$ cat src/rtl/bezier_de_casteljau_point_defines.svh
// ----------------------------------------------------------------------------
// Bezier point evaluator: assertion macros
// Shared property templates for the checks at the end of the datapath and sequencer.
// ----------------------------------------------------------------------------
`ifndef BEZIER_DE_CASTELJAU_POINT_DEFINES_SVH
`define BEZIER_DE_CASTELJAU_POINT_DEFINES_SVH

// Same-cycle implication, disabled while reset is asserted.
`define BDC_ASSERT_IMP(lbl, clk_s, rstn_s, ante, cons, msg) \
  lbl: assert property (@(posedge clk_s) disable iff (!rstn_s) (ante) |-> (cons)) \
    else $error(msg);

// Next-cycle implication, disabled while reset is asserted.
`define BDC_ASSERT_NXT(lbl, clk_s, rstn_s, ante, cons, msg) \
  lbl: assert property (@(posedge clk_s) disable iff (!rstn_s) (ante) |=> (cons)) \
    else $error(msg);

`endif

$ cat src/rtl/bdc_pkg.sv
// ----------------------------------------------------------------------------
// Bezier point evaluator: shared package
// Command codes, microcode word layout and control structs.
// ----------------------------------------------------------------------------
package bdc_pkg;

  localparam int unsigned COORD_W = 16;
  localparam int unsigned CMD_W   = 2;
  localparam int unsigned UPC_W   = 4;

  localparam logic [CMD_W-1:0] CMD_CLEAR  = 2'd0;
  localparam logic [CMD_W-1:0] CMD_APPEND = 2'd1;
  localparam logic [CMD_W-1:0] CMD_EVAL   = 2'd2;

  // Microprogram addresses
  localparam logic [UPC_W-1:0] U_START = 4'd0;
  localparam logic [UPC_W-1:0] U_LDA   = 4'd1;
  localparam logic [UPC_W-1:0] U_RD    = 4'd2;
  localparam logic [UPC_W-1:0] U_SUB   = 4'd3;
  localparam logic [UPC_W-1:0] U_MUL   = 4'd4;
  localparam logic [UPC_W-1:0] U_SUM   = 4'd5;
  localparam logic [UPC_W-1:0] U_ACC   = 4'd6;
  localparam logic [UPC_W-1:0] U_LVL   = 4'd7;
  localparam logic [UPC_W-1:0] U_OUT   = 4'd8;
  localparam logic [UPC_W-1:0] U_ERR   = 4'd9;

  typedef enum logic [1:0] {
    RD_NONE  = 2'd0,
    RD_CTRL0 = 2'd1,
    RD_WORK0 = 2'd2,
    RD_NEXT  = 2'd3
  } rd_sel_t;

  typedef enum logic [2:0] {
    OP_NOP    = 3'd0,
    OP_INIT   = 3'd1,
    OP_LOAD_A = 3'd2,
    OP_SUB    = 3'd3,
    OP_MUL    = 3'd4,
    OP_SUM    = 3'd5,
    OP_ACC    = 3'd6,
    OP_LEVEL  = 3'd7
  } dp_op_t;

  typedef enum logic [2:0] {
    COND_NONE     = 3'd0,
    COND_ALWAYS   = 3'd1,
    COND_CNT_ZERO = 3'd2,
    COND_LEN_ONE  = 3'd3,
    COND_NOT_LAST = 3'd4,
    COND_OUT_BUSY = 3'd5
  } cond_t;

  typedef struct packed {
    rd_sel_t          rd;
    dp_op_t           op;
    cond_t            cond;
    logic [UPC_W-1:0] target;
    logic             fin;
    logic             err;
  } ucw_t;

  typedef struct packed {
    rd_sel_t rd_sel;
    dp_op_t  op;
    logic    emit;
    logic    err;
    logic    busy;
  } seq_ctl_t;

  typedef struct packed {
    logic cnt_zero;
    logic len_one;
    logic not_last;
  } dp_stat_t;

  typedef struct packed {
    logic   st_wr;
    logic   rd_en;
    logic   rd_work;
    dp_op_t op;
  } lane_ctl_t;

endpackage

$ cat src/rtl/bdc_lane.sv
// ----------------------------------------------------------------------------
// Bezier point evaluator: coordinate lane
// Control point store, working store and the shared interpolation unit for
// one coordinate.
// ----------------------------------------------------------------------------
module bdc_lane
  import bdc_pkg::*;
#(
  parameter int unsigned DEPTH       = 32,
  parameter int unsigned T_FRAC_BITS = 16,
  localparam int unsigned AW = $clog2(DEPTH),
  localparam int unsigned TW = T_FRAC_BITS + 1
) (
  input  logic                      clk,
  input  lane_ctl_t                 lc,
  input  logic [AW-1:0]             st_addr,
  input  logic signed [COORD_W-1:0] st_data,
  input  logic [AW-1:0]             rd_addr,
  input  logic [AW-1:0]             wk_addr,
  input  logic [TW-1:0]             t_val,
  output logic signed [COORD_W-1:0] a_val
);

  localparam int unsigned DW = COORD_W + 1;
  localparam int unsigned NW = TW + DW + 1;
  localparam logic [NW-1:0] BIAS = {{(NW - T_FRAC_BITS){1'b0}}, {T_FRAC_BITS{1'b1}}};

  logic signed [COORD_W-1:0] st_mem [DEPTH];
  logic signed [COORD_W-1:0] wk_mem [DEPTH];

  logic signed [COORD_W-1:0] st_q_r;
  logic signed [COORD_W-1:0] wk_q_r;
  logic                      work_sel_r;
  logic signed [COORD_W-1:0] rd_val;

  logic signed [COORD_W-1:0] a_r;
  logic signed [COORD_W-1:0] b_r;
  logic signed [DW-1:0]      diff_r;
  logic signed [NW-1:0]      prod_r;
  logic signed [NW-1:0]      num_r;
  logic        [NW-1:0]      sum_w;
  logic signed [COORD_W-1:0] res;

  always_ff @(posedge clk) begin
    if (lc.st_wr) begin
      st_mem[st_addr] <= st_data;
    end
  end

  always_ff @(posedge clk) begin
    if (lc.op == OP_ACC) begin
      wk_mem[wk_addr] <= res;
    end
  end

  always_ff @(posedge clk) begin
    if (lc.rd_en) begin
      st_q_r     <= st_mem[rd_addr];
      wk_q_r     <= wk_mem[rd_addr];
      work_sel_r <= lc.rd_work;
    end
  end

  assign rd_val = work_sel_r ? wk_q_r : st_q_r;

  // Negative numerators get a bias so the shift truncates toward zero.
  assign sum_w = num_r + (num_r[NW-1] ? BIAS : '0);
  assign res   = sum_w[T_FRAC_BITS +: COORD_W];

  // a + t*(b - a), scaled by 2^T, then divided back down.
  always_ff @(posedge clk) begin
    unique case (lc.op)
      OP_LOAD_A: a_r <= rd_val;
      OP_SUB: begin
        b_r    <= rd_val;
        diff_r <= DW'(rd_val) - DW'(a_r);
      end
      OP_MUL:  prod_r <= $signed({1'b0, t_val}) * diff_r;
      OP_SUM:  num_r  <= (NW'(a_r) <<< T_FRAC_BITS) + prod_r;
      OP_ACC:  a_r    <= b_r;
      default: ;
    endcase
  end

  assign a_val = a_r;

endmodule

$ cat src/rtl/bdc_dp.sv
// ----------------------------------------------------------------------------
// Bezier point evaluator: datapath
// Point count, level and index counters, parameter register and the x and y
// lanes.
// ----------------------------------------------------------------------------
`include "bezier_de_casteljau_point_defines.svh"

module bdc_dp
  import bdc_pkg::*;
#(
  parameter int unsigned MAX_POINTS  = 32,
  parameter int unsigned T_FRAC_BITS = 16,
  localparam int unsigned TW = T_FRAC_BITS + 1
) (
  input  logic                      clk,
  input  logic                      rst_n,
  input  logic                      host_acc,
  input  logic [CMD_W-1:0]          host_cmd,
  input  logic signed [COORD_W-1:0] host_x,
  input  logic signed [COORD_W-1:0] host_y,
  input  logic [TW-1:0]             host_t,
  input  seq_ctl_t                  ctl,
  output dp_stat_t                  stat,
  output logic signed [COORD_W-1:0] res_x,
  output logic signed [COORD_W-1:0] res_y
);

  localparam int unsigned AW = $clog2(MAX_POINTS);
  localparam int unsigned CW = $clog2(MAX_POINTS + 1);
  localparam logic [TW-1:0] T_ONE = {1'b1, {T_FRAC_BITS{1'b0}}};

  logic [CW-1:0] count_r, count_nxt;
  logic [CW-1:0] len_r, len_nxt;
  logic [AW-1:0] i_r, i_nxt;
  logic          first_r, first_nxt;
  logic [TW-1:0] t_r;
  logic          append_ok;
  logic [AW-1:0] rd_addr;
  lane_ctl_t     lc;

  assign append_ok = host_acc && (host_cmd == CMD_APPEND) && (count_r < CW'(MAX_POINTS));

  always_comb begin
    count_nxt = count_r;
    len_nxt   = len_r;
    i_nxt     = i_r;
    first_nxt = first_r;
    if (host_acc && (host_cmd == CMD_CLEAR)) begin
      count_nxt = '0;
    end else if (append_ok) begin
      count_nxt = count_r + 1'b1;
    end
    unique case (ctl.op)
      OP_INIT: begin
        len_nxt   = count_r;
        i_nxt     = '0;
        first_nxt = 1'b1;
      end
      OP_ACC: i_nxt = i_r + 1'b1;
      OP_LEVEL: begin
        len_nxt   = len_r - 1'b1;
        i_nxt     = '0;
        first_nxt = 1'b0;
      end
      default: ;
    endcase
  end

  always_ff @(posedge clk) begin
    if (!rst_n) begin
      count_r <= '0;
      len_r   <= '0;
      i_r     <= '0;
      first_r <= 1'b1;
    end else begin
      count_r <= count_nxt;
      len_r   <= len_nxt;
      i_r     <= i_nxt;
      first_r <= first_nxt;
    end
  end

  // Parameters above 1.0 saturate.
  always_ff @(posedge clk) begin
    if (host_acc && (host_cmd == CMD_EVAL)) begin
      t_r <= (host_t > T_ONE) ? T_ONE : host_t;
    end
  end

  assign rd_addr = (ctl.rd_sel == RD_NEXT) ? i_r + 1'b1 : '0;

  // The first level reads the control points, later levels the working store.
  always_comb begin
    lc.st_wr   = append_ok;
    lc.rd_en   = (ctl.rd_sel != RD_NONE);
    lc.rd_work = (ctl.rd_sel == RD_WORK0) || ((ctl.rd_sel == RD_NEXT) && !first_r);
    lc.op      = ctl.op;
  end

  assign stat.cnt_zero = (count_r == '0);
  assign stat.len_one  = (len_r == CW'(1));
  assign stat.not_last = ((CW'(i_r) + CW'(2)) != len_r);

  bdc_lane #(
    .DEPTH       (MAX_POINTS),
    .T_FRAC_BITS (T_FRAC_BITS)
  ) u_lane_x (
    .clk     (clk),
    .lc      (lc),
    .st_addr (count_r[AW-1:0]),
    .st_data (host_x),
    .rd_addr (rd_addr),
    .wk_addr (i_r),
    .t_val   (t_r),
    .a_val   (res_x)
  );

  bdc_lane #(
    .DEPTH       (MAX_POINTS),
    .T_FRAC_BITS (T_FRAC_BITS)
  ) u_lane_y (
    .clk     (clk),
    .lc      (lc),
    .st_addr (count_r[AW-1:0]),
    .st_data (host_y),
    .rd_addr (rd_addr),
    .wk_addr (i_r),
    .t_val   (t_r),
    .a_val   (res_y)
  );

  `BDC_ASSERT_IMP(a_count_cap, clk, rst_n, 1'b1, count_r <= CW'(MAX_POINTS), "point count over capacity")

endmodule

$ cat src/rtl/bdc_useq.sv
// ----------------------------------------------------------------------------
// Bezier point evaluator: microcode sequencer
// Control store, micro program counter and branch conditions for one
// evaluation.
// ----------------------------------------------------------------------------
`include "bezier_de_casteljau_point_defines.svh"

module bdc_useq
  import bdc_pkg::*;
(
  input  logic     clk,
  input  logic     rst_n,
  input  logic     start,
  input  logic     out_busy,
  input  dp_stat_t stat,
  output seq_ctl_t ctl
);

  function automatic ucw_t ucode(input logic [UPC_W-1:0] addr);
    ucw_t w;
    w.rd     = RD_NONE;
    w.op     = OP_NOP;
    w.cond   = COND_NONE;
    w.target = U_START;
    w.fin    = 1'b0;
    w.err    = 1'b0;
    unique case (addr)
      U_START: begin
        w.rd     = RD_CTRL0;
        w.op     = OP_INIT;
        w.cond   = COND_CNT_ZERO;
        w.target = U_ERR;
      end
      U_LDA: begin
        w.op     = OP_LOAD_A;
        w.cond   = COND_LEN_ONE;
        w.target = U_OUT;
      end
      U_RD:  w.rd = RD_NEXT;
      U_SUB: w.op = OP_SUB;
      U_MUL: w.op = OP_MUL;
      U_SUM: w.op = OP_SUM;
      U_ACC: begin
        w.op     = OP_ACC;
        w.cond   = COND_NOT_LAST;
        w.target = U_RD;
      end
      U_LVL: begin
        w.rd     = RD_WORK0;
        w.op     = OP_LEVEL;
        w.cond   = COND_ALWAYS;
        w.target = U_LDA;
      end
      U_OUT: begin
        w.cond   = COND_OUT_BUSY;
        w.target = U_OUT;
        w.fin    = 1'b1;
      end
      U_ERR: begin
        w.cond   = COND_OUT_BUSY;
        w.target = U_ERR;
        w.fin    = 1'b1;
        w.err    = 1'b1;
      end
      default: ;
    endcase
    return w;
  endfunction

  logic [UPC_W-1:0] upc_r, upc_nxt;
  logic             busy_r, busy_nxt;
  ucw_t             w;
  logic             taken;
  logic             emit;

  assign w = ucode(upc_r);

  always_comb begin
    unique case (w.cond)
      COND_NONE:     taken = 1'b0;
      COND_ALWAYS:   taken = 1'b1;
      COND_CNT_ZERO: taken = stat.cnt_zero;
      COND_LEN_ONE:  taken = stat.len_one;
      COND_NOT_LAST: taken = stat.not_last;
      COND_OUT_BUSY: taken = out_busy;
      default:       taken = 1'b0;
    endcase
  end

  always_comb begin
    upc_nxt  = upc_r;
    busy_nxt = busy_r;
    emit     = 1'b0;
    if (!busy_r) begin
      busy_nxt = start;
    end else if (taken) begin
      upc_nxt = w.target;
    end else if (w.fin) begin
      busy_nxt = 1'b0;
      upc_nxt  = U_START;
      emit     = 1'b1;
    end else begin
      upc_nxt = upc_r + 1'b1;
    end
  end

  always_ff @(posedge clk) begin
    if (!rst_n) begin
      upc_r  <= U_START;
      busy_r <= 1'b0;
    end else begin
      upc_r  <= upc_nxt;
      busy_r <= busy_nxt;
    end
  end

  // While idle the datapath must see no operation, or INIT would run.
  always_comb begin
    ctl.rd_sel = busy_r ? w.rd : RD_NONE;
    ctl.op     = busy_r ? w.op : OP_NOP;
    ctl.emit   = emit;
    ctl.err    = w.err;
    ctl.busy   = busy_r;
  end

  `BDC_ASSERT_NXT(a_start_enters, clk, rst_n, start && !busy_r, busy_r && (upc_r == U_START), "evaluation did not begin at the program start")
  `BDC_ASSERT_IMP(a_idle_parked, clk, rst_n, !busy_r, upc_r == U_START, "sequencer idle away from the program start")
  `BDC_ASSERT_NXT(a_emit_once, clk, rst_n, ctl.emit, !busy_r && !ctl.emit, "result emitted without returning to idle")

endmodule

$ cat src/rtl/bezier_de_casteljau_point.sv
// ----------------------------------------------------------------------------
// Bezier point evaluator: top level
// Stores signed control points and evaluates the curve at a Q fraction t by
// de Casteljau reduction, truncating each interpolation toward zero.
//
//   channel  dir   handshake           payload
//   in_      in    tvalid / tready     tuser: cmd; tdata: point_x, point_y, t_frac
//   out_     out   tvalid / tready     tuser: status; tdata: curve_x, curve_y
//
// An evaluation holds in_tready low while one shared interpolation unit per lane
// takes five microcode steps a pair. The result is valid in the cycle after the
// final step, as in_tready returns high.
// Reset clears the point count, the level counters, the sequencer and out_tvalid.
// A result still waiting in the output register holds the program at its last step.
// ----------------------------------------------------------------------------
module bezier_de_casteljau_point
  import bdc_pkg::*;
#(
  parameter int unsigned MAX_POINTS  = 32,
  parameter int unsigned T_FRAC_BITS = 16,
  localparam int unsigned TW    = T_FRAC_BITS + 1,
  localparam int unsigned IN_DW = ((2 * COORD_W + TW + 7) / 8) * 8
) (
  input  logic                   clk,
  input  logic                   rst_n,
  input  logic                   in_tvalid,
  output logic                   in_tready,
  input  logic [IN_DW-1:0]       in_tdata,   // point_x, point_y, t_frac, zero pad
  input  logic [CMD_W-1:0]       in_tuser,   // cmd
  output logic                   out_tvalid,
  input  logic                   out_tready,
  output logic [2*COORD_W-1:0]   out_tdata,  // curve_x, curve_y
  output logic                   out_tuser   // status
);

  seq_ctl_t                  ctl;
  dp_stat_t                  stat;
  logic                      in_acc;
  logic                      out_busy;
  logic signed [COORD_W-1:0] res_x;
  logic signed [COORD_W-1:0] res_y;

  logic                      out_valid_r, out_valid_nxt;
  logic [2*COORD_W-1:0]      out_data_r;
  logic                      out_user_r;

  assign in_tready = !ctl.busy;
  assign in_acc    = in_tvalid && in_tready;
  assign out_busy  = out_valid_r && !out_tready;

  bdc_useq u_useq (
    .clk      (clk),
    .rst_n    (rst_n),
    .start    (in_acc && (in_tuser == CMD_EVAL)),
    .out_busy (out_busy),
    .stat     (stat),
    .ctl      (ctl)
  );

  bdc_dp #(
    .MAX_POINTS  (MAX_POINTS),
    .T_FRAC_BITS (T_FRAC_BITS)
  ) u_dp (
    .clk      (clk),
    .rst_n    (rst_n),
    .host_acc (in_acc),
    .host_cmd (in_tuser),
    .host_x   (in_tdata[COORD_W-1:0]),
    .host_y   (in_tdata[2*COORD_W-1:COORD_W]),
    .host_t   (in_tdata[2*COORD_W +: TW]),
    .ctl      (ctl),
    .stat     (stat),
    .res_x    (res_x),
    .res_y    (res_y)
  );

  always_comb begin
    out_valid_nxt = out_valid_r;
    if (out_valid_r && out_tready) begin
      out_valid_nxt = 1'b0;
    end
    if (ctl.emit) begin
      out_valid_nxt = 1'b1;
    end
  end

  always_ff @(posedge clk) begin
    if (!rst_n) begin
      out_valid_r <= 1'b0;
    end else begin
      out_valid_r <= out_valid_nxt;
    end
  end

  // An empty point list answers with a zero point and the error flag.
  always_ff @(posedge clk) begin
    if (ctl.emit) begin
      out_data_r <= ctl.err ? '0 : {res_y, res_x};
      out_user_r <= ctl.err;
    end
  end

  assign out_tvalid = out_valid_r;
  assign out_tdata  = out_data_r;
  assign out_tuser  = out_user_r;

endmodule
$ cat config.mk
export PLATFORM = sky130hd
export DESIGN_NAME = bezier_de_casteljau_point
export DESIGN_NICKNAME = d
export VERILOG_FILES = /design/src/rtl/bdc_pkg.sv /design/src/rtl/bdc_lane.sv /design/src/rtl/bdc_dp.sv /design/src/rtl/bdc_useq.sv /design/src/rtl/bezier_de_casteljau_point.sv
export VERILOG_INCLUDE_DIRS = /design/src /design/src/rtl
export SDC_FILE = /design/constraint.sdc
export NUM_CORES = 2
export LEC_CHECK = 0
export BUFFER_PORTS_ARGS = -buffer_cell sky130_fd_sc_hd__buf_2
export CORE_UTILIZATION = 25
export DETAILED_ROUTE_END_ITERATION = 7
export MAX_ROUTING_LAYER = met4
export PLACE_DENSITY_LB_ADDON = 0.12
export SETUP_SLACK_MARGIN = 0.15
export SLEW_MARGIN = 0
export SYNTH_ARGS = -nofsm -noshare
export SYNTH_HDL_FRONTEND = slang
export SYNTH_SLANG_ARGS = --single-unit
$ cat constraint.sdc
create_clock -name clk -period 9.4 [get_ports clk]
set_input_delay 0.94 -clock clk [delete_from_list [all_inputs] [get_ports clk]]
set_output_delay 0.94 -clock clk [all_outputs]
set_load 0.005 [all_outputs]
# Yosys cells after proc, flatten, opt, wreduce, memory -nomap -nowiden
# Memory sizes are Yosys's and may differ from the RTL's. A register that Yosys moved wholly into a read port is not among the register bits.
# Index checks and enable logic that the tools add are counted.
[classes]
add_sub_neg = 11
mul = 2
order_cmp = 2
n_eq_ne = 27
n_mux = 32
n_bitwise = 1
reduce_logical = 23
[ops]
columns = ["cell", "n"]
rows = [
  ["$add 32x35->35", 2],
  ["$mul 18x17->35", 2],
  ["$add 32x16->32", 2],
  ["$mux 16", 4],
  ["$pmux 16 s2", 2],
  ["$pmux 7 s6", 1],
  ["$sub 16x16->17", 2],
  ["$pmux 3 s7", 1],
  ["$eq 3x3->1 const B", 6],
  ["$gt 17x17->1 const B", 1],
  ["$eq 4x3->1 const B", 4],
  ["$mux 1", 14],
  ["$eq 3x2->1 const B", 4],
  ["$pmux 6 s2", 1],
  ["$pmux 5 s2", 1],
  ["$reduce_bool 2->1", 5],
  ["$eq 4x2->1 const B", 2],
  ["$eq 4x4->1 const B", 2],
  ["$logic_and 1x1->1", 8],
  ["$mux 4", 2],
  ["$add 5x2->6 const B", 1],
  ["$add 6x1->6 const B", 1],
  ["$eq 2x2->1 const B", 3],
  ["$eq 3x1->1 const B", 2],
  ["other kinds (21)", 25],
]
[totals]
regBits = 313
ramBits = 2048
out_inout_bits = 35
word_cells = 123
memories = 4
[memory_table]
columns = ["name", "words", "width", "rd", "rd_clocked_by_memory_dff", "write_ports", "line_no", "source"]
rows = [
  ["u_dp.u_lane_x.st_mem", 32, 16, 1, 1, 1, "bdc_lane.sv:28", "logic signed [COORD_W-1:0] st_mem [DEPTH];"],
  ["u_dp.u_lane_x.wk_mem", 32, 16, 1, 1, 1, "bdc_lane.sv:29", "logic signed [COORD_W-1:0] wk_mem [DEPTH];"],
  ["u_dp.u_lane_y.st_mem", 32, 16, 1, 1, 1, "bdc_lane.sv:28", ""],
  ["u_dp.u_lane_y.wk_mem", 32, 16, 1, 1, 1, "bdc_lane.sv:29", ""],
]

# Longest topological paths before layout
[depth]
word_depth = 7
ltp_mapped = 26
ltp_nobuf = 24

# Cells and area by module
# Synthesis repeated with hierarchy kept, for this count alone.
[unflattened]
cells_unflattened = 6716
hier_area_um2 = 115723.5
[by_module_without_submodules]
columns = ["module", "instances", "cells_per_inst", "area_each_um2"]
rows = [
  ["bdc_lane (u_dp.u_lane_y)", 1, 3219, 56207.7],
  ["bdc_lane (u_dp.u_lane_x)", 1, 3145, 55811.0],
  ["bdc_dp", 1, 202, 1890.6],
  ["bezier_de_casteljau_point", 1, 74, 1268.7],
  ["bdc_useq", 1, 76, 545.5],
]

# Worst setup path after synthesis
# Ideal clock, no wire load.
[synth_timing]
path_kind = "reg-to-reg"
start = "reg u_useq.upc_r[0]"
end = "reg u_dp.u_lane_x.prod_r[0] (enable)"
setup_time_ps = 584
t_arrival_ps = 5929
required_time_ps = 8816
path_slack_ps = 2887
stages_incl_launch_ff = 7
n_path_buf = 0
path_cell_list = "dfxtp_1 -> inv_1 -> ha_1 -> nor2b_1 -> a211oi_1 -> nor3_1 -> nor3_1"
[synth_between]
elab_chain_len = 4
word_cells_on_any_way = 10
cone_classes = "eq/ne: 7; mux: 2; reduce/logical: 1"
[synth_rtl]
columns = ["element", "line_no", "source"]
rows = [
  ["start: declaration", "bdc_useq.sv:70", "logic [UPC_W-1:0] upc_r, upc_nxt;"],
  ["start signal: assignment", "bdc_useq.sv:112", "upc_r <= upc_nxt;"],
  ["$eq 4x3->1 (tied with other cells)", "bdc_useq.sv:27", "unique case (addr)"],
  ["$pmux 3 s7 *", "bdc_useq.sv:27", ""],
  ["$mux 3 *", "bdc_useq.sv:120", "ctl.op = busy_r ? w.op : OP_NOP;"],
  ["$eq 3x3->1 *", "bdc_lane.sv:72", "unique case (lc.op)"],
  ["end signal: assignment", "bdc_lane.sv:78", "OP_MUL: prod_r <= $signed({1'b0, t_val}) * diff_r;"],
  ["end: declaration", "bdc_lane.sv:39", "logic signed [NW-1:0] prod_r;"],
]
# Every way passes the cells marked *; elsewhere a longest branch is shown, timed or not.
# A chain may end at the register's enable or synchronous reset.

# Worst setup path after layout
[layout_timing]
start = "reg u_dp.t_r[6]"
end = "reg u_dp.u_lane_x.prod_r[33], data pin"
[layout_between]
elab_chain_len = 1
[layout_rtl]
columns = ["element", "line_no", "source"]
rows = [
  ["start: declaration", "bdc_dp.sv:36", "logic [TW-1:0] t_r;"],
  ["start signal: assignment", "bdc_dp.sv:86", "t_r <= (host_t > T_ONE) ? T_ONE : host_t;"],
  ["$mul 18x17->35", "bdc_lane.sv:78", ""],
]
# Every way passes these cells.

==> flow_summary_export.csv <==
group,metric,value,unit
status,status,"complete, no violations",
synth,synth-edff-count,2397,
die,initial_core_util,0.251,
synth,synthCells,7634,
detailed_routing,vias,65900,
placement,placed_cell_area,0.123,mm²
clocking,cts_setup_buffers,0,
synth,yosysWarnings,0,
synth,syn_avg_cell_area,15.0,µm²
cells_and_area,multi_input_area,0.0390,mm²
cells_and_area,final_cell_mix,"edfxtp_1, inv_1, nand2_1, fa_1, ha_1",
critical_path,crit_fanout,18,
sta,min_period_over_period,0.796,
critical_path,critPathRequiredTime,9.99,ns
cells_and_area,drive_above_1_share,0.141,
clocking,post_cts_resized,0,
sta,setup_tns,0,ns
die,io_pins,97,
pwr,vdd_drop_max,156,µV
cells_and_area,final.fill_count,45800,
die,rows,248,
synth,seq_area_frac_synth,0.633,
clocking,cts_max_path_buffers,4,
clocking,cts_max_level,5,
critical_path,end_kind,"register",
placement,port_buffers,89,
critical_path,criticalPathCategory,"register to register",
cells_and_area,final_common_cell,"edfxtp_1",
sta,setup_viol_count_final,0,
critical_path,crit_path_start_kind,"register",
min_path,hold_class,"primary input to register",
cells_and_area,num-nets-final,8680,
sta,clock.fmax,134,MHz
sta,rsz0062_at_grt,"false",
sta,worst_slack,1.92,ns
clocking,cts_root_buffer,"clkbuf_16",
placement,dp_hpwl,219,mm
sta,fin_crit,7.48,ns
detailed_routing,routedWlPerCell,26.8,µm
placement,gp_congestion,0.755,
detailed_routing,drt-total-wl,377,mm
die,die-height,679,µm
detailed_routing,via_per_inst,4.69,
pwr,p_per_area,195,mW/mm²
synth,yosys_register_bits,2421,
clocking,clkLatencyLatePin,0.93,ns
detailed_routing,drt-initial-drc-count,4569,
grt,grt_pass1_vias,70500,
run,cap_violations,0,
critical_path,critical_path_arrival,8.07,ns
sta,hold_viol_final,0,
placement,place_ws,1.84,ns
grt,grtUsageTotal,0.166,
detailed_routing,postRouteAntennaNets,0,
detailed_routing,first_pass_iters,7,
critical_path,critical-path-max-stage-delay,0.89,ns
die,dieArea,0.461,mm²
sta,finalClockSkew,0.0996,ns
cells_and_area,area_growth,15.5,%
synth,async_flop_share,0,
sta,tightestPinTransition,1.14,ns
grt,gr-total-overflow,0,
clocking,tritoncts,"built",
die,dieWidth,679,µm
grt,grt_pass1_wl,537,mm
pwr,power_leakage,45.5,nW
cells_and_area,stdcell_area,0.132,mm²
sta,report.final.slew_viol_count,0,
critical_path,slowest_stage,"edfxtp_1",
grt,grt_start_max_net_pins,111,
grt,antenna_found_initial,29,
detailed_routing,drc_errors,0,
clocking,hold_buffers,0,
cells_and_area,fin_cells,14000,
synth,netlist_area,0.115,mm²
synth,synth_cell_types,89,
clocking,clk_pin_slew,0.06,ns
synth,ys.flop_type,"edfxtp_1",
cells_and_area,utilization,0.290,
placement,place_inst,13500,
synth,synth_nets,8517,
die,core_area,0.456,mm²
clocking,cts.sinks,2421,
clocking,cts_buffers,288,
sta,relSlewSlack,0.238,
cells_and_area,regArea,0.0725,mm²
critical_path,path_cells,"buf_4, and2_1, fa_1, inv_1, fa_1, fa_1, fa_1, inv_1, fa_1, inv_1, fa_1, inv_1, ha_1, a21o_1, a21oi_1, a31oi_1, a41oi_1, o21ai_1, o31ai_1, o2111ai_1, a21oi_1, xnor2_1",
critical_path,cpMostUsedCell,"fa_1",
-- report_power, final --
part	total, mW	leakage, nW	switching [mW]	internal [mW]
logic	3.14	19.4	1.91	1.23
clock network	10.7	4.33	4.61	6.09
registers	12.0	21.8	0.0358	11.9
total	25.8	45.5	6.56	19.3
-- routing by layer --
metal | wire length (µm) | up-vias | part of all wire | GRT usage
li1 | - | 28900 | - | -
met1 | 166000 | 35300 | 0.44 | 0.213
met2 | 190000 | 1327 | 0.50 | 0.287
met3 | 12800 | 440 | 0.034 | 0.0161
met4 | 7540 | 0 | 0.020 | 0.0331
met5 | 0 | - | 0 | -
-- cells in the mapped netlist (all sizes together), types with 11 or more instances --
cell type / instances / area share
a21boi: 13 / 0.00085
nand4: 11 / 0.00060
o311ai: 13 / 0.00099
mux4: 259 / 0.051
dfxtp: 24 / 0.0042
inv: 621 / 0.020
o221ai: 34 / 0.0026
o21a: 23 / 0.0015
ha: 369 / 0.040
or3: 35 / 0.0019
nor3: 102 / 0.0045
mux2: 56 / 0.0055
o21ai: 104 / 0.0046
and2: 303 / 0.017
buf: 138 / 0.0061
nor2: 261 / 0.0086
nand2b: 36 / 0.0020
clkbuf: 269 / 0.0088
a211oi: 176 / 0.012
nand3: 208 / 0.0091
o211ai: 30 / 0.0020
nand2: 623 / 0.020
a31oi: 27 / 0.0015
xnor2: 103 / 0.0079
xor2: 51 / 0.0039
mux2i: 99 / 0.0087
fa: 452 / 0.079
a221oi: 38 / 0.0029
a21oi: 160 / 0.0070
edfxtp: 2397 / 0.63
nor2b: 38 / 0.0021
o22ai: 341 / 0.019
a21o: 42 / 0.0028
o31ai: 54 / 0.0037
-- cell families after synthesis --
kind of cell               share of synthesized area
DFF                                            0.633
and+or+nand+nor                               0.0694
AOI/OAI and AO/OA                             0.0663
buffers and inverters                         0.0354
adders and majority gates                      0.119
muxes                                         0.0651
xor gates and xnor gates                      0.0118
-- area by class of cell --
cell class              instances  area share
well taps                    6000      0.0568
clock inverters               163     0.00960
inverters                     623      0.0177
multi-input cells            4183       0.295
diodes                         20    0.000378
flip-flops and latches       2421       0.548
repair buffers                280      0.0152
clock buffers                 349      0.0575
-- registers in the layout, summed over array words and instances, names as in the netlist, 17 cells and up --
signal                flops
out_tdata                32
u_dp.u_lane_x.diff_r     17
u_dp.u_lane_y.num_r      33
u_dp.t_r                 17
u_dp.u_lane_x.prod_r     35
u_dp.u_lane_x.st_mem    512
u_dp.u_lane_y.prod_r     35
u_dp.u_lane_y.st_mem    512
u_dp.u_lane_y.wk_mem    512
u_dp.u_lane_x.wk_mem    512
u_dp.u_lane_y.diff_r     17
u_dp.u_lane_x.num_r      33
-- worst max-delay path, delay by kind of cell (launching register included) --
kind / cells / cell delay [ns]
AO/OA/AOI/OAI: 8 / 2.20
adder cells (fa/ha/maj): 7 / 3.20
XOR/XNOR: 1 / 0.08
buffers and inverters: 5 / 0.64
flip-flops: 1 / 0.89
AND/OR/NAND/NOR: 1 / 0.19
-- path summary, 6_finish.rpt --
kind / startpoint / to / slack, ns / depth (start not counted)
worst max-delay path: u_dp.t_r[6] / u_dp.u_lane_x.prod_r[33] / 1.92 / 22
worst min-delay path: rst_n / u_dp.first_r / 0.40 / 2
worst max register to register: u_dp.t_r[6] / u_dp.u_lane_x.prod_r[33] / 1.92 / 22
worst min register to register: u_dp.u_lane_x.prod_r[9] / u_dp.u_lane_x.num_r[9] / 0.42 / 0
-- metrics by stage --
step | power [mW] | hold WS, ns
6_report | 25.8 | 0.396
3_3_place_gp | 15.5 | 0.406
5_1_grt | 27.0 | 0.374
2_1_floorplan | 14.4 | 0.400
4_1_cts | 26.3 | 0.320
3_5_place_dp | 15.4 | 0.405
Note: power is estimated with default switching activity, not from simulation.
